===== config.mk =====
export PLATFORM = sky130hd
export DESIGN_NAME = wtsg_fifo
export DESIGN_NICKNAME = d
export VERILOG_FILES = /design/src/rtl/wtsg_pkg.sv /design/src/rtl/wtsg_fifo.sv
export SDC_FILE = /design/constraint.sdc
export NUM_CORES = 1
export LEC_CHECK = 0
export ABC_AREA = 1
export BUFFER_PORTS_ARGS = -buffer_cell sky130_fd_sc_hd__buf_2
export CORE_UTILIZATION = 35
export DETAILED_ROUTE_END_ITERATION = 12
export PLACE_DENSITY_LB_ADDON = 0.3
export SLEW_MARGIN = 20
export SYNTH_ARGS = -nofsm -noshare
export SYNTH_HDL_FRONTEND = slang
export SYNTH_SLANG_ARGS = --single-unit

===== constraint.sdc =====
create_clock -name clk_i -period 4.59 [get_ports clk_i]
set_input_delay 0.459 -clock clk_i [delete_from_list [all_inputs] [get_ports clk_i]]
set_output_delay 0.459 -clock clk_i [all_outputs]
set_load 0.05 [all_outputs]

===== src/rtl/wtsg_pkg.sv =====
`default_nettype none

package wtsg_pkg;

  // Table geometry. The table length equals the Q14 unit, so a step of one
  // index moves the ramps by exactly one LSB.
  localparam int unsigned TABLE_LENGTH = 16384;
  localparam int unsigned IDX_W        = $clog2(TABLE_LENGTH);
  localparam int unsigned HALF_LEN     = TABLE_LENGTH / 2;

  // Sample format
  localparam int unsigned SAMPLE_W = 16;
  localparam logic signed [SAMPLE_W-1:0] Q14_ONE   = 16'sd16384;
  localparam logic signed [SAMPLE_W-1:0] Q14_M_ONE = -16'sd16384;

  // Wave shape codes
  localparam logic [2:0] SHAPE_SINE     = 3'd0;
  localparam logic [2:0] SHAPE_TRIANGLE = 3'd1;
  localparam logic [2:0] SHAPE_SQUARE   = 3'd2;
  localparam logic [2:0] SHAPE_RAMP_UP  = 3'd3;
  localparam logic [2:0] SHAPE_RAMP_DN  = 3'd4;
  localparam logic [2:0] SHAPE_CONST    = 3'd5;
  localparam logic [2:0] SHAPE_PULSE    = 3'd6;

  // Register map
  localparam int unsigned ADDR_W   = 4;
  localparam int unsigned DATA_W   = 32;
  localparam int unsigned FREQ_W   = 26;
  localparam int unsigned RATIO_W  = 17;
  localparam int unsigned TRANS_W  = 14;
  localparam logic [1:0] REG_SHAPE = 2'd0;
  localparam logic [1:0] REG_FREQ  = 2'd1;
  localparam logic [1:0] REG_RATIO = 2'd2;
  localparam logic [RATIO_W-1:0] RATIO_RESET = 17'd32768;

  // Square edge length: floor(freq * 3 / 10000) by a reciprocal, exact for
  // any product below 2^28.
  localparam int unsigned FREQ_X3_W   = FREQ_W + 2;
  localparam int unsigned RECIP_W     = 29;
  localparam int unsigned RECIP_SHIFT = 42;
  localparam logic [RECIP_W-1:0] RECIP_M = 29'd439804652;
  localparam int unsigned TRANS_MIN_RAW = 10;
  localparam int unsigned TRANS_SHORT   = 30;

  // Sine polynomial in Q30
  localparam int unsigned Q30_W = 31;
  localparam logic [Q30_W-1:0] SIN_C1 = 31'd1686629713;
  localparam logic [Q30_W-1:0] SIN_C3 = 31'd693598668;
  localparam logic [Q30_W-1:0] SIN_C5 = 31'd85569306;
  localparam logic [Q30_W-1:0] SIN_C7 = 31'd5026995;
  localparam logic [Q30_W-1:0] SIN_C9 = 31'd172272;
  localparam int unsigned SIN_TERMS = 4;
  // Coefficients subtracted at each Horner step, first step at index 0
  localparam logic [SIN_TERMS-1:0][Q30_W-1:0] SIN_COEF = {SIN_C1, SIN_C3, SIN_C5, SIN_C7};
  localparam int unsigned SINE_DONE_STAGE = 7;

  // Edge divider: 16 quotient bits, one per stage
  localparam int unsigned DIV_STEPS = 16;
  localparam int unsigned DIV_NUM_W = TRANS_W + DIV_STEPS - 2;

  localparam int unsigned FIFO_DEPTH = 2;
  localparam int unsigned FIFO_PTR_W = $clog2(FIFO_DEPTH);
  localparam int unsigned FIFO_CNT_W = $clog2(FIFO_DEPTH + 1);

  // Start of an accepted item to its result strobe
  localparam int unsigned RESULT_LATENCY = DIV_STEPS + 3;

  typedef enum logic [1:0] {
    KIND_DIRECT,
    KIND_SINE,
    KIND_EDGE
  } kind_e;

  // Per-item control travelling along the back pipeline
  typedef struct packed {
    kind_e                       kind;
    logic                        neg;
    logic signed [SAMPLE_W-1:0]  val;
    logic [IDX_W:0]              u;
  } meta_t;

  typedef struct packed {
    meta_t                       meta;
    logic [DIV_NUM_W-1:0]        num;
    logic [TRANS_W-1:0]          den;
  } item_t;

  typedef struct packed {
    logic [2:0]                  shape;
    logic [TRANS_W-1:0]          trans;
    logic [TRANS_W-1:0]          pulse_h;
  } cfg_t;

endpackage

`default_nettype wire


===== src/rtl/wtsg_fifo.sv =====
`default_nettype none

module wtsg_fifo (
  input  logic             clk_i,
  input  logic             rst_ni,
  input  logic             push_i,
  input  wtsg_pkg::item_t  item_i,
  input  logic             pop_i,
  output logic             full_o,
  output logic             empty_o,
  output wtsg_pkg::item_t  head_o
);
  import wtsg_pkg::*;

  item_t                 mem_q [FIFO_DEPTH];
  logic [FIFO_PTR_W-1:0] wr_ptr_q, rd_ptr_q;
  logic [FIFO_CNT_W-1:0] count_q;
  logic                  do_push, do_pop;

  assign full_o  = (count_q == FIFO_CNT_W'(FIFO_DEPTH));
  assign empty_o = (count_q == '0);
  assign head_o  = mem_q[rd_ptr_q];
  assign do_push = push_i & ~full_o;
  assign do_pop  = pop_i & ~empty_o;

  // Storage
  always_ff @(posedge clk_i) begin
    if (do_push) begin
      mem_q[wr_ptr_q] <= item_i;
    end
  end

  // Pointers and fill level
  always_ff @(posedge clk_i or negedge rst_ni) begin
    if (!rst_ni) begin
      wr_ptr_q <= '0;
      rd_ptr_q <= '0;
      count_q  <= '0;
    end else begin
      if (do_push) begin
        wr_ptr_q <= wr_ptr_q + 1'b1;
      end
      if (do_pop) begin
        rd_ptr_q <= rd_ptr_q + 1'b1;
      end
      if (do_push && !do_pop) begin
        count_q <= count_q + 1'b1;
      end else if (do_pop && !do_push) begin
        count_q <= count_q - 1'b1;
      end
    end
  end

endmodule

`default_nettype wire


==> impl_metrics.py, run 1 <==
metrics = {
    "run": {
        "drv_cap": 0,
    },
    "place": {
        "numPortBuffers": 157,
        "place_ws_ps": 2170,
        "dp_hpwl_mm": 7.08,
        "gp_congestion": 0.746,
        "dp_cells": 789,
    },
    "sta": {
        "worst_slack_ps": 1850,
        "slew_violations": 0,
        "hold_viol": 0,
        "setup_viol": 0,
        "whs_ps": 227,
        "skew_ps": 5.06,
        "totalNegativeSetupSlack_ps": 0,
        "slew_headroom_pct": 39.5,
        "rsz0062_at_grt": "no",
        "fmaxAchievable_mhz": 365,
        "tightestPinTransition_ps": 907,
        "post-route-period-util_pct": 59.7,
        "fin_crit_ps": 2740,
    },
    "routing": {
        "drtAntennaViolNets": 0,
        "via_per_inst": 4.36,
        "first_pass_iters": 4,
        "routed_wl_mm": 11.3,
        "vias": 3587,
        "dr.first_iter.drc_count": 208,
        "drc": 0,
        "avgRoutedWirePerCell_um": 13.7,
    },
    "worst_setup_path": {
        "critical_path_arrival_ps": 2280,
        "reg2reg_setup_slack_ps": 2250,
        "end_kind": "primary output",
        "critPathLaunchType": "register",
        "reg2regPathDepth": 5,
        "worstSetupPathType": "reg -> out",
        "worstPathRequired_ps": 4130,
        "worst-path-max-fanout": 77,
    },
    "yosys": {
        "yosys_warnings": 0,
        "synth.avg_cell_area_sq_um": 13.5,
        "synth_top_area_share_pct": 79.0,
        "synth.area.top_cells": "edfxtp_1 (79%), nand2_1 (15%), dfrtp_1 (1.7%)",
        "synth_seq_area_share_pct": 80.8,
        "ys_ff_latch": 156,
        "synth_cell_types": 15,
        "synth_area_leader_cell": "edfxtp_1",
        "synth_fp_nets": 510,
        "syn_area_sq_um": 5780,
        "syn_inst": 429,
    },
    "cells_and_area": {
        "layout-drive-gt1-share_pct": 31.5,
        "final_common_cell": "nand2_1",
        "final_nets": 674,
        "diodes": 0,
        "syn_to_final_growth_pct": 27.1,
        "instances_no_fill": 822,
        "mostFrequentLayoutCells": "nand2_1 (237), buf_2 (157), edfxtp_1 (152)",
        "postLayoutCoreUtil_pct": 45.9,
    },
    "clock_network": {
        "clock_latency_ps": 420,
        "cts_setup_buffers": 0,
        "post_cts_resized": 0,
        "root_buffer": "clkbuf_16",
        "cts_tree": "yes",
        "clock_sinks": 156,
        "cts_made_buffers": 17,
        "ctsHtreeMaxLevel": 4,
        "cts_max_path_buffers": 2,
        "clk_pin_slew_ps": 60,
    },
    "floorplan": {
        "core-area_sq_um": 16000,
        "die_h_um": 130,
        "initial_core_util_pct": 36.1,
        "fp.dieW_um": 130,
        "pin_count": 158,
        "rows": 46,
        "dieArea_sq_um": 17000,
    },
    "hold_path": {
        "hold_class": "in -> reg",
        "hold_depth": 1,
    },
    "grt": {
        "grt_pass1_wl_mm": 16.9,
        "antenna_found_initial": 0,
        "grt_start_max_net_pins": 78,
        "grt_pass1_vias": 3374,
        "grtUsageTotal_pct": 13.6,
        "overflow": 0,
    },
    "pwr": {
        "leakage_nw": 3.15,
        "power_density_nw_per_um2": 801,
        "ir_drop_v": 0.000352,
    },
    "status": {
        "status": "completed",
    },
}
[critical path: stages (launching register included)]
cell and delay [ps]:
dfrtp_2 640, inv_4 690, nand2_1 130, nand2_1 100
buf_2 260
[flip-flops by register name, indices dropped and copies added, names as in the netlist]
name,cells
rd_ptr_q,1
wr_ptr_q,1
mem_q,152
count_q,2
[worst paths after layout]
| check | startpoint | to |
|---|---|---|
| min in group asynchronous | rst_ni | wr_ptr_q |
| max in group asynchronous | rst_ni | rd_ptr_q |
| setup reg to reg | count_q[0] | mem_q[0][9] |
| hold / removal | item_i[50] | mem_q[0][50] |
| hold reg to reg | wr_ptr_q | wr_ptr_q |
| setup / recovery | rd_ptr_q | head_o[38] |
[stage by stage]
step | power (W) | cell area, sq um
6_report | 0.00588 | 7340
3_5_place_dp | 0.00463 | 6770
4_1_cts | 0.00597 | 7340
2_1_floorplan | 0.00406 | 5780
5_1_grt | 0.00619 | 7340
3_3_place_gp | 0.00458 | 6750
[routing by layer]
layer | share of wire, % | vias up | track usage [%]
met4 | 1.3 | 0 | 6.02
met2 | 51 | 103 | 23.0
met1 | 41 | 1699 | 15.7
met5 | 0 | - | 0
li1 | - | 1772 | -
met3 | 6.1 | 13 | 4.93
[logic make-up (layout without fill, tap and decap cells)]
group	after synthesis	after routing	synth area share (%)
AO/OA/AOI/OAI	2	2	0.173
XOR/XNOR	1	1	0.152
adder cells (fa/ha/maj)	1	1	0.217
buffers and inverters	25	202	2.71
flip-flops	156	156	80.8
AND/OR/NAND/NOR	244	244	16.0
[synth_stat cells, drive strengths merged]
cell type and number:
nand3 1, o21ai 2, nor2 4, buf 17
nand3b 1, inv 8, edfxtp 152, nand2 237
ha 1, dfrtp 4, xnor2 1, nand4 1
[layout make-up]
cell class / instances / area [sq um]
Fill cell: 1500 / 8660
Sequential cell: 156 / 4670
Multi-Input combinational cell: 248 / 962
Timing Repair Buffer: 162 / 851
Clock buffer: 19 / 433
Tap cell: 216 / 270
Clock inverter: 13 / 125
Inverter: 8 / 33.8
[what timing repair did]
action / 4_1_cts / 5_1_grt
setup endpoints to repair: 0 / 0
hold buffers: 1 / 0
endpoints found under the hold margin: 4 / 0
[where the power goes]
part	switching, W	internal [W]	total [W]
registers	0.000119	0.00194	0.00206
clock network	0.000536	0.000792	0.00133
logic	0.00201	0.000476	0.00249
Note: power is estimated with default switching activity, not from simulation.
==> run 2, diff against run 1 <==
==> constraint.sdc (replaced) <==
create_clock -name clk_i -period 2.4 [get_ports clk_i]
set_input_delay 0.24 -clock clk_i [delete_from_list [all_inputs] [get_ports clk_i]]
set_output_delay 0.24 -clock clk_i [all_outputs]
set_load 0.05 [all_outputs]
==> run 2 against run 1 <==
Net effect:
- final area increased by 9.3%
- count of clock-buffer cells in the layout is 1 higher
- register-to-register slack got worse by 1600 ps
- clock skew increased by 3.8 ps
- sequential share of layout area down 5.4 points
- via count rose by 7.2%
==> impl_metrics.py, run 2 (same netlist as run 1, synthesis figures left out) <==
metrics = {
    "sta": {
        "fin_crit_ps": 2020,
        "slew_violations": 0,
        "skew_ps": 8.88,
        "setup_viol": 0,
        "totalNegativeSetupSlack_ps": 0,
        "slew_headroom_pct": 69.1,
        "hold_viol": 0,
        "fmaxAchievable_mhz": 496,
        "rsz0062_at_grt": "no",
        "tightestPinTransition_ps": 459,
        "post-route-period-util_pct": 84.0,
    },
    "routing": {
        "drtAntennaViolNets": 0,
        "drc": 0,
        "routed_wl_mm": 12.0,
        "vias": 3845,
        "avgRoutedWirePerCell_um": 13.5,
        "first_pass_iters": 4,
        "via_per_inst": 4.34,
        "dr.first_iter.drc_count": 190,
    },
    "worst_setup_path": {
        "critical_path_arrival_ps": 1780,
        "reg2reg_setup_slack_ps": 640,
        "worstPathRequired_ps": 2160,
        "crit_top_cell": "nand2_1",
        "timing.rr.end": "mem_q[0][73]",
        "worst-path-max-fanout": 22,
        "reg2regPathDepth": 6,
        "slowest_stage": "dfrtp_2",
        "end_kind": "primary output",
        "r2r_start": "count_q[1]",
        "critical_path.max_stage_delay_ps": 440,
        "crit_path_cell_trace": "inv_4, buf_4, nand2_1, nand2_1, buf_2",
        "critPathLaunchType": "register",
        "worstSetupPathType": "reg -> out",
    },
    "cells_and_area": {
        "regMostFlops": "mem_q",
        "mostFrequentLayoutCells": "nand2_1 (236), buf_2 (157), edfxtp_1 (152)",
        "num-fill-cells": 1423,
        "final_nets": 737,
        "instances_no_fill": 885,
        "reg_top3": "mem_q: 152 flops, count_q: 2 flops",
        "largest_register_ffs": 152,
        "final_common_cell": "nand2_1",
        "layout-drive-gt1-share_pct": 29.9,
        "syn_to_final_growth_pct": 38.9,
    },
    "pwr": {
        "power_density_nw_per_um2": 1430,
        "ir_drop_v": 0.000966,
        "leakage_nw": 3.42,
    },
    "hold_path": {
        "hold_path_end": "mem_q[1][26]",
        "min-delay-start": "item_i[26]",
        "hold_class": "in -> reg",
        "hold_depth": 1,
    },
    "clock_network": {
        "cts_max_path_buffers": 2,
        "cts_made_buffers": 17,
        "root_buffer": "clkbuf_16",
        "ctsHtreeMaxLevel": 4,
        "clock_latency_ps": 410,
        "cts_tree": "yes",
        "post_cts_resized": 0,
        "clk_pin_slew_ps": 60,
        "clock_sinks": 156,
        "cts_setup_buffers": 0,
    },
    "place": {
        "dp_cells": 792,
        "dp_hpwl_mm": 7.30,
        "gp_congestion": 0.691,
        "numPortBuffers": 157,
    },
    "floorplan": {
        "dieArea_sq_um": 17000,
        "core-area_sq_um": 16000,
        "initial_core_util_pct": 36.1,
        "fp.dieW_um": 130,
        "pin_count": 158,
        "die_h_um": 130,
        "rows": 46,
    },
    "grt": {
        "grt_pass1_wl_mm": 18.6,
        "grt_pass1_vias": 3898,
        "antenna_found_initial": 1,
        "overflow": 0,
        "grtUsageTotal_pct": 14.9,
        "grt_start_max_net_pins": 78,
    },
    "run": {
        "drv_cap": 0,
    },
    "status": {
        "status": "completed",
    },
}
## run 2: cell types whose count changed in the layout (fill, tap and decap cells not counted), sizes merged
cell         previous run  this run
inv                     8         7
diode                   0         1
buf                   161       164
clkbuf                 19        20
clkinvlp                3         4
dlygate4sd3             1        61
clkinv                  8         6
## run 2: what timing repair did
item	CTS	global route
endpoints found under the setup margin	0	0
hold buffers	61	0
hold endpoints to repair	123	0
## run 2: metrics by stage
step           total power, W  util [%]  instance area (sq um)  hold slack, ps  setup WS (ps)
2_1_floorplan         0.00776         -                   5800           -55.6           1.22
3_3_place_gp          0.00890      42.8                   6850            55.9            651
3_5_place_dp          0.00898      42.8                   6850            57.8            622
4_1_cts                0.0116      50.1                   8020           0.150            316
5_1_grt                0.0120      50.1                   8020            4.50            241
6_report               0.0114      50.1                   8020            26.5            384
## run 2: metal layers
metal	vias to the layer above	share of wire, %	global-route usage [%]
li1	1892	-	-
met1	1828	40	15.2
met2	104	53	27.6
met3	21	4.6	3.87
met4	0	2.8	8.45
met5	-	0	0
## run 2: area by class of cell
type / instances / area, sq um / area share [%]
clock buffer: 20 / 437 / 5.44
clock inverter: 11 / 123 / 1.53
multi-input combinational: 248 / 975 / 12.2
inverter: 8 / 36.3 / 0.452
sequential: 156 / 4670 / 58.2
tap: 216 / 270 / 3.37
antenna: 1 / 2.50 / 0.0312
timing repair buffer: 225 / 1510 / 18.8
## run 2: power by group
group          internal [W]  leakage (nW)  switching, W
combinational       0.00106          1.70       0.00398
clock               0.00152         0.263      0.000994
sequential          0.00372          1.46      0.000165
## run 2: critical path, delay by kind of cell, from the launching register on
family        cells  cell delay [ps]
buf+inv           3              750
flops             1              440
simple gates      2              160
## run 2: how the worst max path moves through the flow
stage	from	endpoint	slack, ps	depth (start not counted)
finish	rd_ptr_q	head_o[58]	380	5
global placement	count_q[1]	mem_q[0][0]	650	6
global route	rd_ptr_q	head_o[32]	240	5
CTS	rd_ptr_q	head_o[58]	320	5
floorplan	count_q[1]	mem_q[0][0]	1	5
detailed placement	count_q[1]	mem_q[0][1]	620	6
