## config.mk

```make
export PLATFORM = sky130hd
export DESIGN_NAME = wtsg_cfg
export DESIGN_NICKNAME = d
export VERILOG_FILES = /design/src/rtl/wtsg_pkg.sv /design/src/rtl/wtsg_cfg.sv
export SDC_FILE = /design/constraint.sdc
export NUM_CORES = 1
export LEC_CHECK = 0
export BUFFER_PORTS_ARGS = -buffer_cell sky130_fd_sc_hd__buf_2
export CORE_ASPECT_RATIO = 1.1
export CORE_MARGIN = 4
export CORE_UTILIZATION = 40
export DETAILED_ROUTE_END_ITERATION = 6
export HOLD_SLACK_MARGIN = 0.15
export PLACE_DENSITY = 0.61
export SLEW_MARGIN = 20
export SYNTH_ARGS = -nofsm -noshare
export SYNTH_HDL_FRONTEND = slang
export SYNTH_SLANG_ARGS = --single-unit
```

## constraint.sdc

```tcl
create_clock -name clk_i -period 1.1 [get_ports clk_i]
set_input_delay 0.055 -clock clk_i [delete_from_list [all_inputs] [get_ports clk_i]]
set_output_delay 0.055 -clock clk_i [all_outputs]
set_load 0.005 [all_outputs]
```

## src/rtl/wtsg_pkg.sv

```systemverilog
`default_nettype none

package wtsg_pkg;

  // Table geometry. The table length equals the Q14 unit, so a step of one
  // index moves the ramps by exactly one LSB.
  localparam int unsigned TABLE_LENGTH = 16384;
  localparam int unsigned IDX_W        = $clog2(TABLE_LENGTH);
  localparam int unsigned HALF_LEN     = TABLE_LENGTH / 2;

  // Sample format
  localparam int unsigned SAMPLE_W = 16;
  localparam logic signed [SAMPLE_W-1:0] Q14_ONE   = 16'sd16384;
  localparam logic signed [SAMPLE_W-1:0] Q14_M_ONE = -16'sd16384;

  // Wave shape codes
  localparam logic [2:0] SHAPE_SINE     = 3'd0;
  localparam logic [2:0] SHAPE_TRIANGLE = 3'd1;
  localparam logic [2:0] SHAPE_SQUARE   = 3'd2;
  localparam logic [2:0] SHAPE_RAMP_UP  = 3'd3;
  localparam logic [2:0] SHAPE_RAMP_DN  = 3'd4;
  localparam logic [2:0] SHAPE_CONST    = 3'd5;
  localparam logic [2:0] SHAPE_PULSE    = 3'd6;

  // Register map
  localparam int unsigned ADDR_W   = 4;
  localparam int unsigned DATA_W   = 32;
  localparam int unsigned FREQ_W   = 26;
  localparam int unsigned RATIO_W  = 17;
  localparam int unsigned TRANS_W  = 14;
  localparam logic [1:0] REG_SHAPE = 2'd0;
  localparam logic [1:0] REG_FREQ  = 2'd1;
  localparam logic [1:0] REG_RATIO = 2'd2;
  localparam logic [RATIO_W-1:0] RATIO_RESET = 17'd32768;

  // Square edge length: floor(freq * 3 / 10000) by a reciprocal, exact for
  // any product below 2^28.
  localparam int unsigned FREQ_X3_W   = FREQ_W + 2;
  localparam int unsigned RECIP_W     = 29;
  localparam int unsigned RECIP_SHIFT = 42;
  localparam logic [RECIP_W-1:0] RECIP_M = 29'd439804652;
  localparam int unsigned TRANS_MIN_RAW = 10;
  localparam int unsigned TRANS_SHORT   = 30;

  // Sine polynomial in Q30
  localparam int unsigned Q30_W = 31;
  localparam logic [Q30_W-1:0] SIN_C1 = 31'd1686629713;
  localparam logic [Q30_W-1:0] SIN_C3 = 31'd693598668;
  localparam logic [Q30_W-1:0] SIN_C5 = 31'd85569306;
  localparam logic [Q30_W-1:0] SIN_C7 = 31'd5026995;
  localparam logic [Q30_W-1:0] SIN_C9 = 31'd172272;
  localparam int unsigned SIN_TERMS = 4;
  // Coefficients subtracted at each Horner step, first step at index 0
  localparam logic [SIN_TERMS-1:0][Q30_W-1:0] SIN_COEF = {SIN_C1, SIN_C3, SIN_C5, SIN_C7};
  localparam int unsigned SINE_DONE_STAGE = 7;

  // Edge divider: 16 quotient bits, one per stage
  localparam int unsigned DIV_STEPS = 16;
  localparam int unsigned DIV_NUM_W = TRANS_W + DIV_STEPS - 2;

  localparam int unsigned FIFO_DEPTH = 2;
  localparam int unsigned FIFO_PTR_W = $clog2(FIFO_DEPTH);
  localparam int unsigned FIFO_CNT_W = $clog2(FIFO_DEPTH + 1);

  // Start of an accepted item to its result strobe
  localparam int unsigned RESULT_LATENCY = DIV_STEPS + 3;

  typedef enum logic [1:0] {
    KIND_DIRECT,
    KIND_SINE,
    KIND_EDGE
  } kind_e;

  // Per-item control travelling along the back pipeline
  typedef struct packed {
    kind_e                       kind;
    logic                        neg;
    logic signed [SAMPLE_W-1:0]  val;
    logic [IDX_W:0]              u;
  } meta_t;

  typedef struct packed {
    meta_t                       meta;
    logic [DIV_NUM_W-1:0]        num;
    logic [TRANS_W-1:0]          den;
  } item_t;

  typedef struct packed {
    logic [2:0]                  shape;
    logic [TRANS_W-1:0]          trans;
    logic [TRANS_W-1:0]          pulse_h;
  } cfg_t;

endpackage

`default_nettype wire

```

## src/rtl/wtsg_cfg.sv

```systemverilog
`default_nettype none

module wtsg_cfg (
  input  logic                          clk_i,
  input  logic                          rst_ni,
  input  logic                          psel,
  input  logic                          penable,
  input  logic                          pwrite,
  input  logic [wtsg_pkg::ADDR_W-1:0]   paddr,
  input  logic [wtsg_pkg::DATA_W-1:0]   pwdata,
  output logic [wtsg_pkg::DATA_W-1:0]   prdata,
  output logic                          pready,
  output wtsg_pkg::cfg_t                cfg_o
);
  import wtsg_pkg::*;

  logic [2:0]                 shape_q;
  logic [FREQ_W-1:0]          freq_q;
  logic [RATIO_W-1:0]         ratio_q;
  logic [TRANS_W-1:0]         trans_q, trans_d;
  logic                       wr_en;
  logic [1:0]                 reg_sel;
  logic [FREQ_X3_W-1:0]       freq_x3;
  logic [FREQ_X3_W+RECIP_W-1:0] recip_prod;
  logic [FREQ_X3_W+RECIP_W-RECIP_SHIFT-1:0] trans_raw;

  assign reg_sel = paddr[3:2];
  assign wr_en   = psel & penable & pwrite;
  assign pready  = 1'b1;

  // Edge length from the written frequency, worked out on the write transfer.
  always_comb begin
    freq_x3    = FREQ_X3_W'(pwdata[FREQ_W-1:0]) + (FREQ_X3_W'(pwdata[FREQ_W-1:0]) << 1);
    recip_prod = (FREQ_X3_W+RECIP_W)'(freq_x3) * (FREQ_X3_W+RECIP_W)'(RECIP_M);
    trans_raw  = recip_prod[FREQ_X3_W+RECIP_W-1:RECIP_SHIFT];
    if (trans_raw <= $bits(trans_raw)'(TRANS_MIN_RAW)) begin
      trans_d = TRANS_W'(TRANS_SHORT);
    end else if (trans_raw > $bits(trans_raw)'(HALF_LEN)) begin
      trans_d = TRANS_W'(HALF_LEN);
    end else begin
      trans_d = trans_raw[TRANS_W-1:0];
    end
  end

  // Register writes
  always_ff @(posedge clk_i or negedge rst_ni) begin
    if (!rst_ni) begin
      shape_q <= SHAPE_SINE;
      freq_q  <= '0;
      ratio_q <= RATIO_RESET;
      trans_q <= TRANS_W'(TRANS_SHORT);
    end else if (wr_en) begin
      case (reg_sel)
        REG_SHAPE: shape_q <= pwdata[2:0];
        REG_FREQ: begin
          freq_q  <= pwdata[FREQ_W-1:0];
          trans_q <= trans_d;
        end
        REG_RATIO: ratio_q <= pwdata[RATIO_W-1:0];
        default: ;
      endcase
    end
  end

  // Read back
  always_comb begin
    case (reg_sel)
      REG_SHAPE: prdata = DATA_W'(shape_q);
      REG_FREQ:  prdata = DATA_W'(freq_q);
      REG_RATIO: prdata = DATA_W'(ratio_q);
      default:   prdata = '0;
    endcase
  end

  assign cfg_o.shape   = shape_q;
  assign cfg_o.trans   = trans_q;
  assign cfg_o.pulse_h = ratio_q[RATIO_W-1:3];

endmodule

`default_nettype wire

```

==> impl_metrics.tcl, run 1 <==
set metrics [dict create \
    start_util 0.404 \
    diodes 0 \
    worst_pin_slew_ns 0.590 \
    route.detailed.drc 0 \
    worstRegToRegCells 2 \
    required_ns 1.35 \
    cp_max_fo 5 \
    grt_pass1_wl_mm 89.4 \
    detail_route.first_pass.iterations 5 \
    nFillCells 4014 \
    yosys_warnings 0 \
    syn_avg_cell_area_um2 9.28 \
    fin_crit_sh 7.48 \
    syn_inst 1932 \
    ant_nets 0 \
    die-width_um 210 \
    fin_nets 3136 \
    wl_per_cell_um 18.4 \
    grt.total_usage 0.238 \
    final_hold_viol_count 0 \
    critical_path_arrival_ns 8.48 \
    place.gp.congestion 0.973 \
    r2r_start "shape_q[2]" \
    ys_seq_elements 60 \
    antenna_found_initial 0 \
    slowest_stage "fa_1" \
    rsz0062_at_grt "true" \
    vias_per_cell 4.89 \
    synth_top_area_cell "fa_1" \
    max_stage_delay_ns 0.61 \
    cts_buffers 9 \
    async_flop_share 1.00 \
    die_h_um 230 \
    maxSlewViolCount 0 \
    max_slew_margin 0.604 \
    synth_compound_area_frac 0.0967 \
    fin_ws_ns -7.13 \
    clk_pin_slew_worst_paths_ns 0.06 \
    reg2reg_to "shape_q[2]" \
    dp_slack_ns -7.86 \
    maxCapViolations 0 \
    finalCriticalPeriod_ns 8.23 \
    cts_root_buf "clkbuf_16" \
    yosys-mux-area-fraction 0.0147 \
    max_freq_mhz 122 \
    min_path_type "in2async" \
    cts_max_level 3 \
    seqCellArea_um2 1510 \
    finalSetupViolCount 27 \
    area_growth_pct 36.4 \
    clock_latency_ns 0.34 \
    gr-total-overflow 0 \
    num_rows 81 \
    dp_hpwl_mm 50.5 \
    multiInputGateArea_um2 15400 \
    critPathLaunchType "input port" \
    end_kind "flop" \
    fin_tns_setup_ns -99.48 \
    cts_sinks 60 \
    grt_max_degree 33 \
    synth_area_um2 17900 \
    synth_flop_cell "dfrtp_1" \
    endpoint "trans_q[0]" \
    synth_xor_area_frac 0.0505 \
    clockBufferDepth 2 \
    synth_edf_count 0 \
    violations "setup timing" \
    synth.area.top_cells "fa_1 (35%), ha_1 (20%), inv_1 (12%)" \
    core_area_um2 44400 \
    status "finished, violations left" \
    synth_cell_types 78 \
    drtIter0Drc 803 \
    synth_most_common_cell "inv_1" \
    io_pins 105 \
    port-buffer-count 89 \
    die_area_um2 48300 \
    synth.top_cell.area_share 0.348 \
    drive_above_1_share 0.319 \
    synth-simple-area-share 0.0791 \
    vias 15100 \
    path_class "in2reg" \
    grt_pass1_vias 16400 \
    synth-seq-area-share 0.0841 \
    synthAdderAreaFrac 0.545 \
    fin_worst_skew_ns 0 \
    totalWireLength_mm 56.6 \
    ys_top_cells_by_count "inv_1 (553), fa_1 (312), ha_1 (282)" \
    synth_top_family_by_area "adder cells" \
    r2r_setup_slack_ns 0.19 \
    cts_tree "done" \
    cp-startpoint "pwdata[0]" \
]
layout by cell type (no fill, tap or decap), types with 9 or more instances in the layout:
| cell | instances |
|---|---|
| and2_1 | 17 |
| buf_6 | 10 |
| xnor2_1 | 49 |
| nor2_1 | 40 |
| buf_4 | 471 |
| dfrtp_1 | 55 |
| a21oi_4 | 9 |
| xor2_1 | 20 |
| dlygate4sd3_1 | 24 |
| nand2b_1 | 10 |
| inv_1 | 538 |
| xnor2_2 | 14 |
| mux2_2 | 18 |
| a21oi_1 | 60 |
| nand3_1 | 12 |
| nand4_1 | 16 |
| ha_1 | 244 |
| nor3_1 | 11 |
| nand2_1 | 139 |
| a21o_1 | 22 |
| fa_2 | 13 |
| o21ai_0 | 32 |
| fa_1 | 299 |
| clkbuf_16 | 9 |
| inv_2 | 11 |
| a21oi_2 | 14 |
| buf_2 | 84 |
| ha_4 | 35 |
| o21ai_1 | 16 |
| a22o_1 | 16 |
registers in the layout, indices dropped and copies added, names as in the netlist:
signal,count
ratio_q,17
trans_q,14
freq_q,26
shape_q,3
worst min-delay path by stage:
stage	start	endpoint	slack [ns]	depth (start not counted)
final	rst_ni	freq_q[11]	0.13	2
after detailed placement	rst_ni	freq_q[9]	-0.07	1
after CTS	pwdata[2]	shape_q[2]	0.19	3
after global routing	rst_ni	freq_q[11]	0.15	2
after floorplan	rst_ni	freq_q[0]	-0.24	0
after global placement	rst_ni	ratio_q[9]	-0.07	1
metrics by stage:
stage	cells	hold WS, ns	utilization	instance area, um^2
finish	3087	0.130	0.551	24500
global route	3087	0.152	0.551	24500
CTS	3069	0.188	0.540	24000
detailed placement	2995	-0.0680	0.509	22600
global placement	2995	-0.0653	0.509	22600
floorplan	1937	-0.241	-	18400
layout make-up:
class,count,area share
Sequential cell,60,0.0616
Clock buffer,9,0.00921
Tap cell,581,0.0297
Multi-Input combinational cell,1280,0.630
Clock inverter,7,0.00179
Inverter,553,0.0854
Timing Repair Buffer,597,0.182
what timing repair did:
item	4_1_cts	5_1_grt
setup buffers	33	19
hold endpoints to repair	97	0
gates resized for setup	118	63
pin swaps	91	86
hold buffers	25	0
setup endpoints to repair	31	38
worst max-delay path: cells and delay by family:
kind            cells  cell delay, ns
compound gates     10            2.04
buf+inv             9            1.10
simple gates        7            1.21
xor+xnor            1            0.13
fa+ha+maj          10            3.92
logic make-up (layout without fill, tap and decap cells):
kind of cell,after synthesis,after routing
AND/OR/NAND/NOR,299,299
XOR/XNOR,96,96
AO/OA/AOI/OAI,260,260
adder cells (fa/ha/maj),594,594
buffers and inverters,597,1166
flip-flops,60,60
multiplexers,24,24
other,2,7
routing by layer:
metal	vias to the layer above	GRT usage	share of wire
li1	7147	-	-
met4	0	0.0636	0.033
met1	7548	0.317	0.42
met5	-	0	0
met3	73	0.0242	0.045
met2	313	0.415	0.51
Power of run 1 is left out: the tool's default activity adds up to more than one toggle a clock period on the data nets, which glitch-free logic cannot reach.
==> run 2: changes to the inputs <==
--- a/config.mk
+++ b/config.mk
@@ -13,3 +13,3 @@
 export HOLD_SLACK_MARGIN = 0.15
-export PLACE_DENSITY = 0.61
+export PLACE_DENSITY = 0.59
 export SLEW_MARGIN = 20
==> constraint.sdc (replaced) <==
create_clock -name clk_i -period 10.35 [get_ports clk_i]
set_input_delay 0 -clock clk_i [delete_from_list [all_inputs] [get_ports clk_i]]
set_output_delay 0 -clock clk_i [all_outputs]
set_load 0.005 [all_outputs]
==> run 2 against run 1 <==
The flow now finishes without violations. Clock skew unchanged. Die area unchanged. Flip-flop and latch count unchanged. Routed wire length down 14%. Final cell count down 14%. Count of clock-buffer cells in the layout up 2. Critical path type unchanged. Largest cell class unchanged. Highest routed layer unchanged.
==> impl_metrics.tcl, run 2 (synthesis gave the netlist of run 1 again) <==
set metrics [dict create \
    status "finished, final reports clean" \
    met1_length_mm 20.8 \
    core_area_um2 44400 \
    top_regs "freq_q (26), ratio_q (17), trans_q (14)" \
    max_slew_margin 0.337 \
    cp-startpoint "pwdata[3]" \
    final_cell_mix "inv_1 (553), fa_1 (312), ha_1 (282)" \
    totalWireLength_mm 48.6 \
    fin_worst_skew_ns 0 \
    largest-register "freq_q" \
    final_hold_viol_count 0 \
    rsz0062_at_grt "false" \
    place.gp.congestion 0.927 \
    cts_max_level 3 \
    vias 13200 \
    end_kind "flop" \
    holdCritStartpoint "paddr[3]" \
    fin_crit_sh 0.949 \
    cts_tree "done" \
    drive_above_1_share 0.0940 \
    required_ns 10.57 \
    cp.buffers_inverters 7 \
    gr-total-overflow 0 \
    vias_per_cell 5.01 \
    die_area_um2 48300 \
    antenna_found_initial 0 \
    maxSlewViolCount 0 \
    wl_met2_mm 24.5 \
    max_freq_mhz 102 \
    clockBufferDepth 2 \
    wl_per_cell_um 18.4 \
    cts_buffers 9 \
    dp_hpwl_mm 44.3 \
    cts_sinks 60 \
    cp_max_fo 8 \
    worstRegToRegCells 1 \
    worst_pin_slew_ns 0.988 \
    r2r_setup_slack_ns 9.56 \
    path_class "in2reg" \
    whs_path_depth 4 \
    clock_latency_ns 0.32 \
    ant_nets 0 \
    num_rows 81 \
    die_h_um 230 \
    finalCoreUtilization 0.446 \
    fin_tns_setup_ns 0 \
    met3_length_mm 2.05 \
    finalCriticalPeriod_ns 9.83 \
    min_path_type "in2reg" \
    die-width_um 210 \
    instances_no_fill 2645 \
    finalSetupViolCount 0 \
    placedCellCount 2600 \
    route.detailed.drc 0 \
    cts_root_buf "clkbuf_16" \
    routed.top_layer "met4" \
    r2r_start "shape_q[2]" \
    placed_cell_area_um2 19200 \
    grt_pass1_wl_mm 77.4 \
    stdcell_area_um2 19800 \
    slowest_stage "fa_1" \
    hold_end "freq_q[3]" \
    drtIter0Drc 587 \
    detail_route.first_pass.iterations 5 \
    cp_top_family "adder cells" \
    diodes 0 \
    max_stage_delay_ns 0.57 \
    io_pins 105 \
    fin_nets 2694 \
    grt.total_usage 0.204 \
    grt_max_degree 61 \
    reg2reg_to "shape_q[2]" \
    grt_pass1_vias 14000 \
    largest_reg_flops 26 \
    start_util 0.404 \
    final_common_cell "inv_1" \
    area_growth_pct 10.3 \
    critical_path_arrival_ns 10.05 \
    crit_top_cell "fa_1" \
    port-buffer-count 89 \
    clk_pin_slew_worst_paths_ns 0.05 \
    maxCapViolations 0 \
    critPathLaunchType "input port" \
]
==> run 2: cell count changes in the layout (fill, tap and decap cells not counted), moves of 13 or more <==
cell | before | now
inv_1 | 538 | 553
ha_4 | 35 | 0
o21ai_1 | 16 | 1
fa_1 | 299 | 312
o21ai_0 | 32 | 53
buf_4 | 471 | 38
a21oi_1 | 60 | 77
ha_1 | 244 | 282
fa_2 | 13 | 0
xnor2_1 | 49 | 63
==> run 2: layer usage <==
layer | vias to the layer above | track usage
met5 | - | 0
met4 | 0 | 0.0451
met1 | 6656 | 0.270
met3 | 61 | 0.0289
met2 | 259 | 0.355
li1 | 6263 | -
==> run 2: area by class of cell <==
type	count	area [um^2]
clock buffer	11	243
timing repair buffer	155	1010
tap	581	727
fill	4362	24600
inverter	553	2080
sequential	60	1510
multi-input combinational	1280	14100
clock inverter	5	75.1
==> run 2: how the worst max path moves through the flow <==
stage,cells after the start,endpoint
after global routing,32,trans_q[0]
after global placement,32,trans_q[0]
final,34,trans_q[0]
after CTS,34,trans_q[0]
after detailed placement,36,trans_q[2]
after floorplan,34,trans_q[0]
==> run 2: through the flow <==
step	hold slack, ns	setup WS, ns
final	0.167	0.523
after CTS	0.151	0.376
after floorplan	-0.296	2.05
after global placement	0.193	0.664
after detailed placement	0.215	0.632
after global routing	0.180	0.0382
==> run 2: timing repair <==
item,in CTS,in global routing
gates resized for setup,0,3
endpoints found under the setup margin,0,5
hold endpoints to repair,96,0
setup buffers,0,1
hold buffers,28,0
Power of run 2 is left out for the same reason.
