File: config.mk
export PLATFORM = sky130hd
export DESIGN_NAME = wtsg_front
export DESIGN_NICKNAME = d
export VERILOG_FILES = /design/src/rtl/wtsg_pkg.sv /design/src/rtl/wtsg_front.sv
export SDC_FILE = /design/constraint.sdc
export NUM_CORES = 1
export LEC_CHECK = 0
export BUFFER_PORTS_ARGS = -buffer_cell sky130_fd_sc_hd__buf_2
export CAP_MARGIN = 20
export CORE_ASPECT_RATIO = 0.5
export CORE_MARGIN = 8
export CORE_UTILIZATION = 47
export DETAILED_ROUTE_END_ITERATION = 10
export PLACE_DENSITY_LB_ADDON = 0.3
export REMOVE_ABC_BUFFERS = 1
export SETUP_SLACK_MARGIN = 0.05
export SLEW_MARGIN = 20
export SYNTH_ARGS = -nofsm -noshare
export SYNTH_HDL_FRONTEND = slang
export SYNTH_SLANG_ARGS = --single-unit
File: constraint.sdc
create_clock -name vclk -period 3.6
set_clock_uncertainty 0.05 [all_clocks]
set_input_delay 0.54 -clock vclk [all_inputs]
set_output_delay 0.54 -clock vclk [all_outputs]
set_load 0.02 [all_outputs]
File: src/rtl/wtsg_pkg.sv
`default_nettype none

package wtsg_pkg;

  // Table geometry. The table length equals the Q14 unit, so a step of one
  // index moves the ramps by exactly one LSB.
  localparam int unsigned TABLE_LENGTH = 16384;
  localparam int unsigned IDX_W        = $clog2(TABLE_LENGTH);
  localparam int unsigned HALF_LEN     = TABLE_LENGTH / 2;

  // Sample format
  localparam int unsigned SAMPLE_W = 16;
  localparam logic signed [SAMPLE_W-1:0] Q14_ONE   = 16'sd16384;
  localparam logic signed [SAMPLE_W-1:0] Q14_M_ONE = -16'sd16384;

  // Wave shape codes
  localparam logic [2:0] SHAPE_SINE     = 3'd0;
  localparam logic [2:0] SHAPE_TRIANGLE = 3'd1;
  localparam logic [2:0] SHAPE_SQUARE   = 3'd2;
  localparam logic [2:0] SHAPE_RAMP_UP  = 3'd3;
  localparam logic [2:0] SHAPE_RAMP_DN  = 3'd4;
  localparam logic [2:0] SHAPE_CONST    = 3'd5;
  localparam logic [2:0] SHAPE_PULSE    = 3'd6;

  // Register map
  localparam int unsigned ADDR_W   = 4;
  localparam int unsigned DATA_W   = 32;
  localparam int unsigned FREQ_W   = 26;
  localparam int unsigned RATIO_W  = 17;
  localparam int unsigned TRANS_W  = 14;
  localparam logic [1:0] REG_SHAPE = 2'd0;
  localparam logic [1:0] REG_FREQ  = 2'd1;
  localparam logic [1:0] REG_RATIO = 2'd2;
  localparam logic [RATIO_W-1:0] RATIO_RESET = 17'd32768;

  // Square edge length: floor(freq * 3 / 10000) by a reciprocal, exact for
  // any product below 2^28.
  localparam int unsigned FREQ_X3_W   = FREQ_W + 2;
  localparam int unsigned RECIP_W     = 29;
  localparam int unsigned RECIP_SHIFT = 42;
  localparam logic [RECIP_W-1:0] RECIP_M = 29'd439804652;
  localparam int unsigned TRANS_MIN_RAW = 10;
  localparam int unsigned TRANS_SHORT   = 30;

  // Sine polynomial in Q30
  localparam int unsigned Q30_W = 31;
  localparam logic [Q30_W-1:0] SIN_C1 = 31'd1686629713;
  localparam logic [Q30_W-1:0] SIN_C3 = 31'd693598668;
  localparam logic [Q30_W-1:0] SIN_C5 = 31'd85569306;
  localparam logic [Q30_W-1:0] SIN_C7 = 31'd5026995;
  localparam logic [Q30_W-1:0] SIN_C9 = 31'd172272;
  localparam int unsigned SIN_TERMS = 4;
  // Coefficients subtracted at each Horner step, first step at index 0
  localparam logic [SIN_TERMS-1:0][Q30_W-1:0] SIN_COEF = {SIN_C1, SIN_C3, SIN_C5, SIN_C7};
  localparam int unsigned SINE_DONE_STAGE = 7;

  // Edge divider: 16 quotient bits, one per stage
  localparam int unsigned DIV_STEPS = 16;
  localparam int unsigned DIV_NUM_W = TRANS_W + DIV_STEPS - 2;

  localparam int unsigned FIFO_DEPTH = 2;
  localparam int unsigned FIFO_PTR_W = $clog2(FIFO_DEPTH);
  localparam int unsigned FIFO_CNT_W = $clog2(FIFO_DEPTH + 1);

  // Start of an accepted item to its result strobe
  localparam int unsigned RESULT_LATENCY = DIV_STEPS + 3;

  typedef enum logic [1:0] {
    KIND_DIRECT,
    KIND_SINE,
    KIND_EDGE
  } kind_e;

  // Per-item control travelling along the back pipeline
  typedef struct packed {
    kind_e                       kind;
    logic                        neg;
    logic signed [SAMPLE_W-1:0]  val;
    logic [IDX_W:0]              u;
  } meta_t;

  typedef struct packed {
    meta_t                       meta;
    logic [DIV_NUM_W-1:0]        num;
    logic [TRANS_W-1:0]          den;
  } item_t;

  typedef struct packed {
    logic [2:0]                  shape;
    logic [TRANS_W-1:0]          trans;
    logic [TRANS_W-1:0]          pulse_h;
  } cfg_t;

endpackage

`default_nettype wire

File: src/rtl/wtsg_front.sv
`default_nettype none

module wtsg_front (
  input  logic                         start,
  input  logic [wtsg_pkg::IDX_W-1:0]   table_index_i,
  input  wtsg_pkg::cfg_t               cfg_i,
  input  logic                         q_full_i,
  output logic                         busy_o,
  output logic                         push_o,
  output wtsg_pkg::item_t              item_o
);
  import wtsg_pkg::*;

  localparam logic signed [IDX_W+3:0] N_S  = (IDX_W+4)'(TABLE_LENGTH);
  localparam logic signed [IDX_W+3:0] N2_S = (IDX_W+4)'(2 * TABLE_LENGTH);
  localparam logic signed [IDX_W+3:0] N3_S = (IDX_W+4)'(3 * TABLE_LENGTH);
  localparam logic signed [IDX_W+3:0] N4_S = (IDX_W+4)'(4 * TABLE_LENGTH);

  logic [IDX_W-1:0]        idx;
  logic [1:0]              quad;
  logic [IDX_W-1:0]        rem4;
  logic [IDX_W:0]          sin_u;
  logic signed [IDX_W+3:0] f_s;
  logic signed [IDX_W+3:0] tri_v;
  logic [TRANS_W-1:0]      half_minus;
  logic [IDX_W:0]          n_minus;
  logic [IDX_W:0]          edge_d;
  logic [IDX_W:0]          pulse_sum;

  assign idx    = table_index_i;
  assign busy_o = q_full_i;
  assign push_o = start & ~q_full_i;

  // Sine quadrant folding
  assign quad  = idx[IDX_W-1:IDX_W-2];
  assign rem4  = {idx[IDX_W-3:0], 2'b00};
  assign sin_u = quad[0] ? ((IDX_W+1)'(TABLE_LENGTH) - {1'b0, rem4}) : {1'b0, rem4};

  // Triangle: the rising and falling flanks meet at a quarter and three quarters.
  always_comb begin
    f_s = (IDX_W+4)'({idx, 2'b00});
    if (f_s <= N_S) begin
      tri_v = f_s;
    end else if (f_s <= N3_S) begin
      tri_v = N2_S - f_s;
    end else begin
      tri_v = f_s - N4_S;
    end
  end

  assign half_minus = TRANS_W'(HALF_LEN) - cfg_i.trans;
  assign n_minus    = (IDX_W+1)'(TABLE_LENGTH) - (IDX_W+1)'(cfg_i.trans);
  assign pulse_sum  = (IDX_W+1)'(idx) + (IDX_W+1)'(cfg_i.pulse_h);

  // Classify the item and prepare what the back end needs.
  always_comb begin
    item_o.meta.kind = KIND_DIRECT;
    item_o.meta.neg  = 1'b0;
    item_o.meta.val  = '0;
    item_o.meta.u    = sin_u;
    item_o.num       = '0;
    item_o.den       = cfg_i.trans;
    edge_d           = '0;
    case (cfg_i.shape)
      SHAPE_SINE: begin
        item_o.meta.kind = KIND_SINE;
        item_o.meta.neg  = quad[1];
      end
      SHAPE_TRIANGLE: item_o.meta.val = tri_v[SAMPLE_W-1:0];
      SHAPE_SQUARE: begin
        if (idx < half_minus) begin
          item_o.meta.val = Q14_ONE;
        end else if ((IDX_W+1)'(idx) < (IDX_W+1)'(HALF_LEN)) begin
          item_o.meta.kind = KIND_EDGE;
          item_o.meta.neg  = 1'b1;
          item_o.meta.val  = Q14_ONE;
          edge_d           = (IDX_W+1)'(idx) - (IDX_W+1)'(half_minus);
        end else if ((IDX_W+1)'(idx) < n_minus) begin
          item_o.meta.val = Q14_M_ONE;
        end else begin
          item_o.meta.kind = KIND_EDGE;
          item_o.meta.val  = Q14_M_ONE;
          edge_d           = (IDX_W+1)'(idx) - n_minus;
        end
        item_o.num = (DIV_NUM_W'(edge_d) << 15) + DIV_NUM_W'(cfg_i.trans >> 1);
      end
      SHAPE_RAMP_UP: begin
        if (idx == IDX_W'(TABLE_LENGTH - 1)) begin
          item_o.meta.val = '0;
        end else begin
          item_o.meta.val = SAMPLE_W'(idx) + SAMPLE_W'(2);
        end
      end
      SHAPE_RAMP_DN: item_o.meta.val = SAMPLE_W'(TABLE_LENGTH) - SAMPLE_W'(idx);
      SHAPE_CONST:   item_o.meta.val = Q14_ONE;
      SHAPE_PULSE: begin
        if ((idx < cfg_i.pulse_h) || (pulse_sum >= (IDX_W+1)'(TABLE_LENGTH))) begin
          item_o.meta.val = Q14_ONE;
        end else begin
          item_o.meta.val = Q14_M_ONE;
        end
      end
      default: item_o.meta.val = '0;
    endcase
  end

endmodule

`default_nettype wire

==> results of run 1 <==
==> area by class of cell <==
cell class	instances	share of cell area, %
multi-input cells	374	64.3
well taps	88	2.46
inverters	33	2.77
repair buffers	208	30.4
==> cells by family (layout without fill, tap and decap cells) <==
logic type	count (synthesis)	count (layout)	share of synthesized area (%)
buffers and inverters	76	241	12.4
XOR/XNOR	43	43	12.3
multiplexers	3	3	1.06
AND/OR/NAND/NOR	162	162	27.2
other	1	4	0.123
AO/OA/AOI/OAI	112	112	26.0
adder cells (fa/ha/maj)	50	50	21.0
==> placed cells by master, fill, tap and decap left out, drive strengths merged, types with 4 or more instances in the layout <==
cell,n
buf,208
ha,48
nor2,42
nand2,40
inv,33
xnor2,30
a21oi,22
o21ai,21
xor2,13
and2,13
nand3,11
nor3,11
nor2b,10
o22ai,9
or4,8
a221oi,6
o21bai,6
nor4,6
o221ai,6
o21a,5
nand2b,4
a31oi,4
o31ai,4
conb,4
o211ai,4
or3,4
or2,4
==> timing repair <==
item | 4_1_cts | 5_1_grt
gates resized for setup | 45 | 33
hold buffers | 0 | 0
endpoints found under the hold margin | 0 | 0
setup endpoints to repair | 16 | 17
pin swaps | 9 | 12
buffers inserted | 4 | 4
==> worst max-delay path, delay by kind of cell <==
kind / cells / cell delay [ps]
buffers and inverters: 5 / 640
XOR/XNOR: 1 / 170
adder cells (fa/ha/maj): 1 / 160
AO/OA/AOI/OAI: 3 / 430
AND/OR/NAND/NOR: 5 / 1480
==> Yosys cell counts (5+ instances only) <==
cell / count / share of area, %
ha_1: 48 / 20
inv_1: 33 / 4.1
buf_2: 8 / 1.3
nand2_1: 40 / 4.9
xnor2_1: 30 / 8.6
nor2_1: 42 / 5.2
buf_4: 22 / 5.4
o221ai_1: 5 / 1.4
nor2b_1: 10 / 2.0
o21a_1: 5 / 1.2
nand3_1: 11 / 1.8
nor4_1: 6 / 1.2
xor2_1: 13 / 3.7
a21oi_1: 22 / 3.6
o22ai_1: 9 / 1.8
and2_1: 13 / 2.7
a221oi_1: 6 / 1.7
o21bai_1: 6 / 1.5
nor3_1: 11 / 1.8
o21ai_0: 21 / 3.4
clkbuf_1: 12 / 1.5
==> power by group through the flow <==
stage	clock [mW]	sequential (mW)	combinational [mW]
after floorplan	0	0	0.310
after global placement	0	0	0.561
after detailed placement	0	0	0.570
after CTS	0	0	0.593
after global routing	0	0	0.678
final	0	0	0.624
==> layer usage <==
layer / vias to the layer above / routed length (um)
met3: 8 / 637
met4: 0 / 100
met2: 112 / 5450
met1: 1837 / 5010
li1: 1909 / -
met5: - / 0
==> per-stage QoR <==
stage | area [um^2] | std cells | hold slack, ps | utilization (%)
after global routing | 4480 | 703 | 1280 | 72.5
final | 4480 | 703 | 1260 | 72.5
after global placement | 4120 | 695 | 1270 | 66.7
after detailed placement | 4120 | 695 | 1270 | 66.7
after CTS | 4320 | 699 | 1270 | 69.8
after floorplan | 2810 | 407 | 1030 | -
==> path summary, 6_finish.rpt <==
path  depth (start not counted)         end
min                           2      busy_o
max                          15  item_o[35]
==> results.yml, run 1 <==
job:
  cap_violations: 0
pwr:
  ir_worst_vdd_mv: 0.0922
  p_leak_nw: 2.22
  power.density_mw_per_mm2: 139
  finalPower_uw: 624
  power.switching_uw: 352
  swShare_pct: 56.4
  comb_power_share_pct: 100.0
  p_clk_share_pct: 0
  seqPwrFrac_pct: 0
  intPower_uw: 272
drt:
  viasPerCell: 5.50
  wl_mm: 11.2
  num_vias: 3866
  firstDrtPassIters: 5
  wl_per_cell_um: 15.9
  drc: 0
  detail-route-antenna-nets: 0
  first_iter_violations: 303
global_routing:
  grtUsageTotal_pct: 21.4
  met2_usage_pct: 39.5
  grt_max_degree: 20
  grt_pass1_vias: 3573
  antenna_found_initial: 0
  grt.met1_usage_pct: 27.2
  grt-busiest-layer: "met2"
  grt_pass1_wl_mm: 17.2
  grt-ovfl-total: 0
  use_met3_pct: 2.04
placement:
  place.port_buffers: 121
  gp_congestion: 0.947
  dp_hpwl_mm: 8.75
  dp_slack_ps: -679
die:
  core_area_mm2: 0.00618
  start_util_pct: 49.5
  die_area_mm2: 0.00950
  dieWidth_um: 130
  dieHeight_um: 73.0
  io_pins: 125
  row_count: 20
timing:
  hold_viol: 0
  setup_viol: 16
  rsz0062_at_grt: "true"
  worst_slack_ps: -420
  fmaxAchievable_ghz: 0.249
  max_slew_margin_pct: 61.2
  fin_crit_ps: 4020
  finalSetupTns_ps: -5830
  min_period_over_period_pct: 112
  tightest_slew_ps: 577
  drv_slew: 0
synthesis:
  yosysUniqueCellTypes: 63
  yosys_warnings: 0
  ys_seq_area_share_pct: 0
  synthCells: 447
  synth_area_per_cell_um2: 6.84
  syn-cell-area_mm2: 0.00306
layout:
  nets: 714
  multi_input_area_mm2: 0.00288
  seq_area_um2: 0
  n_fill_cell: 517
  insertedDiodeCount: 0
  seq_cells: 0
  syn_to_final_growth_pct: 46.5
  drive_above_1_share_pct: 41.8
  n_clock_buffer: 0
critical_path:
  crit_top_cell: "buf_4"
  critPathMaxStageDelay_ps: 520
  worstSetupStartpointType: "primary input"
  crit_required_ps: 3010
  path_cells: "buf_6 > or4_4 > or4_4 > or2_4 > xnor2_4 > inv_2 > ha_4 > or2_4 > a211oi_2 > a21oi_2 > buf_4 > o211ai_4 > buf_4 > nor3_2 > buf_4"
  critPathMaxFanout: 7
  critPathKind: "primary input to output port"
  setup.worst_path.end_class: "output port"
  arrival_ps: 3430
  critPathSlowestCell: "or4_4"
  cp-startpoint: "cfg_i[23]"
hold_path:
  hold_class: "primary input to output port"
  worstHoldStart: "q_full_i"
status:
  violations: "negative setup slack"
  outcome: "finished, violations left"
No activity file was read; power rests on OpenSTA's default activity.
==> run 2, diff against run 1 <==
--- a/config.mk
+++ b/config.mk
@@ -14,6 +14,7 @@
 export PLACE_DENSITY_LB_ADDON = 0.3
 export REMOVE_ABC_BUFFERS = 1
 export SETUP_SLACK_MARGIN = 0.05
+export SKIP_LAST_GASP = 1
 export SLEW_MARGIN = 20
 export SYNTH_ARGS = -nofsm -noshare
 export SYNTH_HDL_FRONTEND = slang
==> run 2 against run 1 <==
Effect of this change: the flow still finishes with violations (negative setup slack); global-route usage about the same; first-iteration DRC count decreased by 7.3%; via count up 0.41%; hold slack unchanged; fmax stayed put; wire length decreased by 0.14%; non-clock buffer count unchanged; combinational power hardly changed; critical endpoint unchanged.
==> results.yml, run 2 (synthesis gave the netlist of run 1 again) <==
timing:
  finalSetupTns_ps: -5830
  max_slew_margin_pct: 60.9
  setup_viol: 16
  fin_crit_ps: 4020
  drv_slew: 0
  hold_viol: 0
  rsz0062_at_grt: "true"
  worst_slack_ps: -420
  finalHoldWorstSlack_ps: 1260
  tightest_slew_ps: 581
  fmaxAchievable_ghz: 0.249
  min_period_over_period_pct: 112
die:
  start_util_pct: 49.5
  die_area_mm2: 0.00950
  dieHeight_um: 73.0
  io_pins: 125
  dieWidth_um: 130
  row_count: 20
  core_area_mm2: 0.00618
layout:
  syn_to_final_growth_pct: 46.4
  seq_area_um2: 0
  mostFrequentLayoutCell: "buf_2"
  drive_above_1_share_pct: 41.8
  insertedDiodeCount: 0
  nets: 714
  layout_common_cells: "buf_2 (103), buf_4 (90), ha_1 (45)"
  n_fill_cell: 520
  n_clock_buffer: 0
  seq_cells: 0
  fin_cells: 703
  post-route-util_pct: 72.4
critical_path:
  critPathMaxFanout: 7
  setup.worst_path.end_class: "output port"
  path_buf_inv: 5
  path_delay_family: "simple AND/OR/NAND/NOR gates"
  crit_top_cell: "buf_4"
  crit_required_ps: 3010
  critPathKind: "primary input to output port"
  critPathSlowestCell: "or4_4"
  cp-startpoint: "cfg_i[23]"
  path_cells: "buf_6 > or4_4 > or4_4 > or2_4 > xnor2_4 > inv_2 > ha_4 > or2_4 > a211oi_2 > a21oi_2 > buf_4 > o211ai_4 > buf_4 > nor3_2 > buf_4"
  arrival_ps: 3430
  worstSetupStartpointType: "primary input"
  critPathMaxStageDelay_ps: 520
status:
  outcome: "finished, violations left"
  violations: "negative setup slack"
cts:
  cts_hold_buf: 0
global_routing:
  grt_pass1_vias: 3573
  grtUsageTotal_pct: 21.3
  antenna_found_initial: 0
  use_met3_pct: 2.04
  grt-ovfl-total: 0
  grt.met1_usage_pct: 27.2
  met2_usage_pct: 39.5
  grt_pass1_wl_mm: 17.2
  grt_max_degree: 20
  grt-busiest-layer: "met2"
drt:
  viasPerCell: 5.52
  wl_mm: 11.2
  detail-route-antenna-nets: 0
  drc: 0
  first_iter_violations: 281
  num_vias: 3882
  firstDrtPassIters: 5
  wl_per_cell_um: 15.9
pwr:
  power.density_mw_per_mm2: 139
  ir_worst_vdd_mv: 0.0922
  p_leak_nw: 2.22
placement:
  dp_hpwl_mm: 8.75
  gp_congestion: 0.947
  dp_cells: 695
  place.port_buffers: 121
hold_path:
  holdPathStages: 2
  min_to: "busy_o"
  hold_class: "primary input to output port"
  worstHoldStart: "q_full_i"
job:
  cap_violations: 0
-- run 2: cell counts in the layout (fill, tap and decap cells not counted) --
Identical to the previous run, type by type.
-- run 2: timing repair --
action	in CTS	in global routing
setup endpoints to repair	16	17
gates resized for setup	44	33
pin swaps	9	12
setup buffers	4	4
-- run 2: routing by layer --
layer	vias to the layer above	part of all wire, %
li1	1909	-
met1	1842	44
met2	123	49
met3	8	5.8
met4	0	0.89
met5	-	0
-- run 2: area by class of cell --
cell class                 count  area [um^2]  share of cell area, %
multi-input combinational    374         2880                   64.4
tap                           88          110                   2.46
timing repair buffer         208         1360                   30.4
inverter                      33          124                   2.77
-- run 2: power breakdown --
group | switching [mW] | internal [mW] | total, mW
logic | 0.352 | 0.272 | 0.624
clock network | 0 | 0 | 0
registers | 0 | 0 | 0
total | 0.352 | 0.272 | 0.624
-- run 2: how the worst max path moves through the flow --
| stage | endpoint | slack (ps) | cells past startpoint |
|---|---|---|---|
| floorplan | item_o[30] | -460 | 12 |
| global placement | item_o[72] | -580 | 14 |
| detailed placement | item_o[72] | -680 | 14 |
| CTS | item_o[72] | -360 | 14 |
| global route | item_o[72] | -500 | 14 |
| finish | item_o[35] | -420 | 15 |
-- run 2: stage by stage --
stage	cell area [um^2]	power [mW]	worst slack [ps]
after floorplan	2810	0.310	-461
after global placement	4120	0.561	-577
after detailed placement	4120	0.570	-679
after CTS	4310	0.593	-360
after global routing	4480	0.677	-501
final	4480	0.624	-420
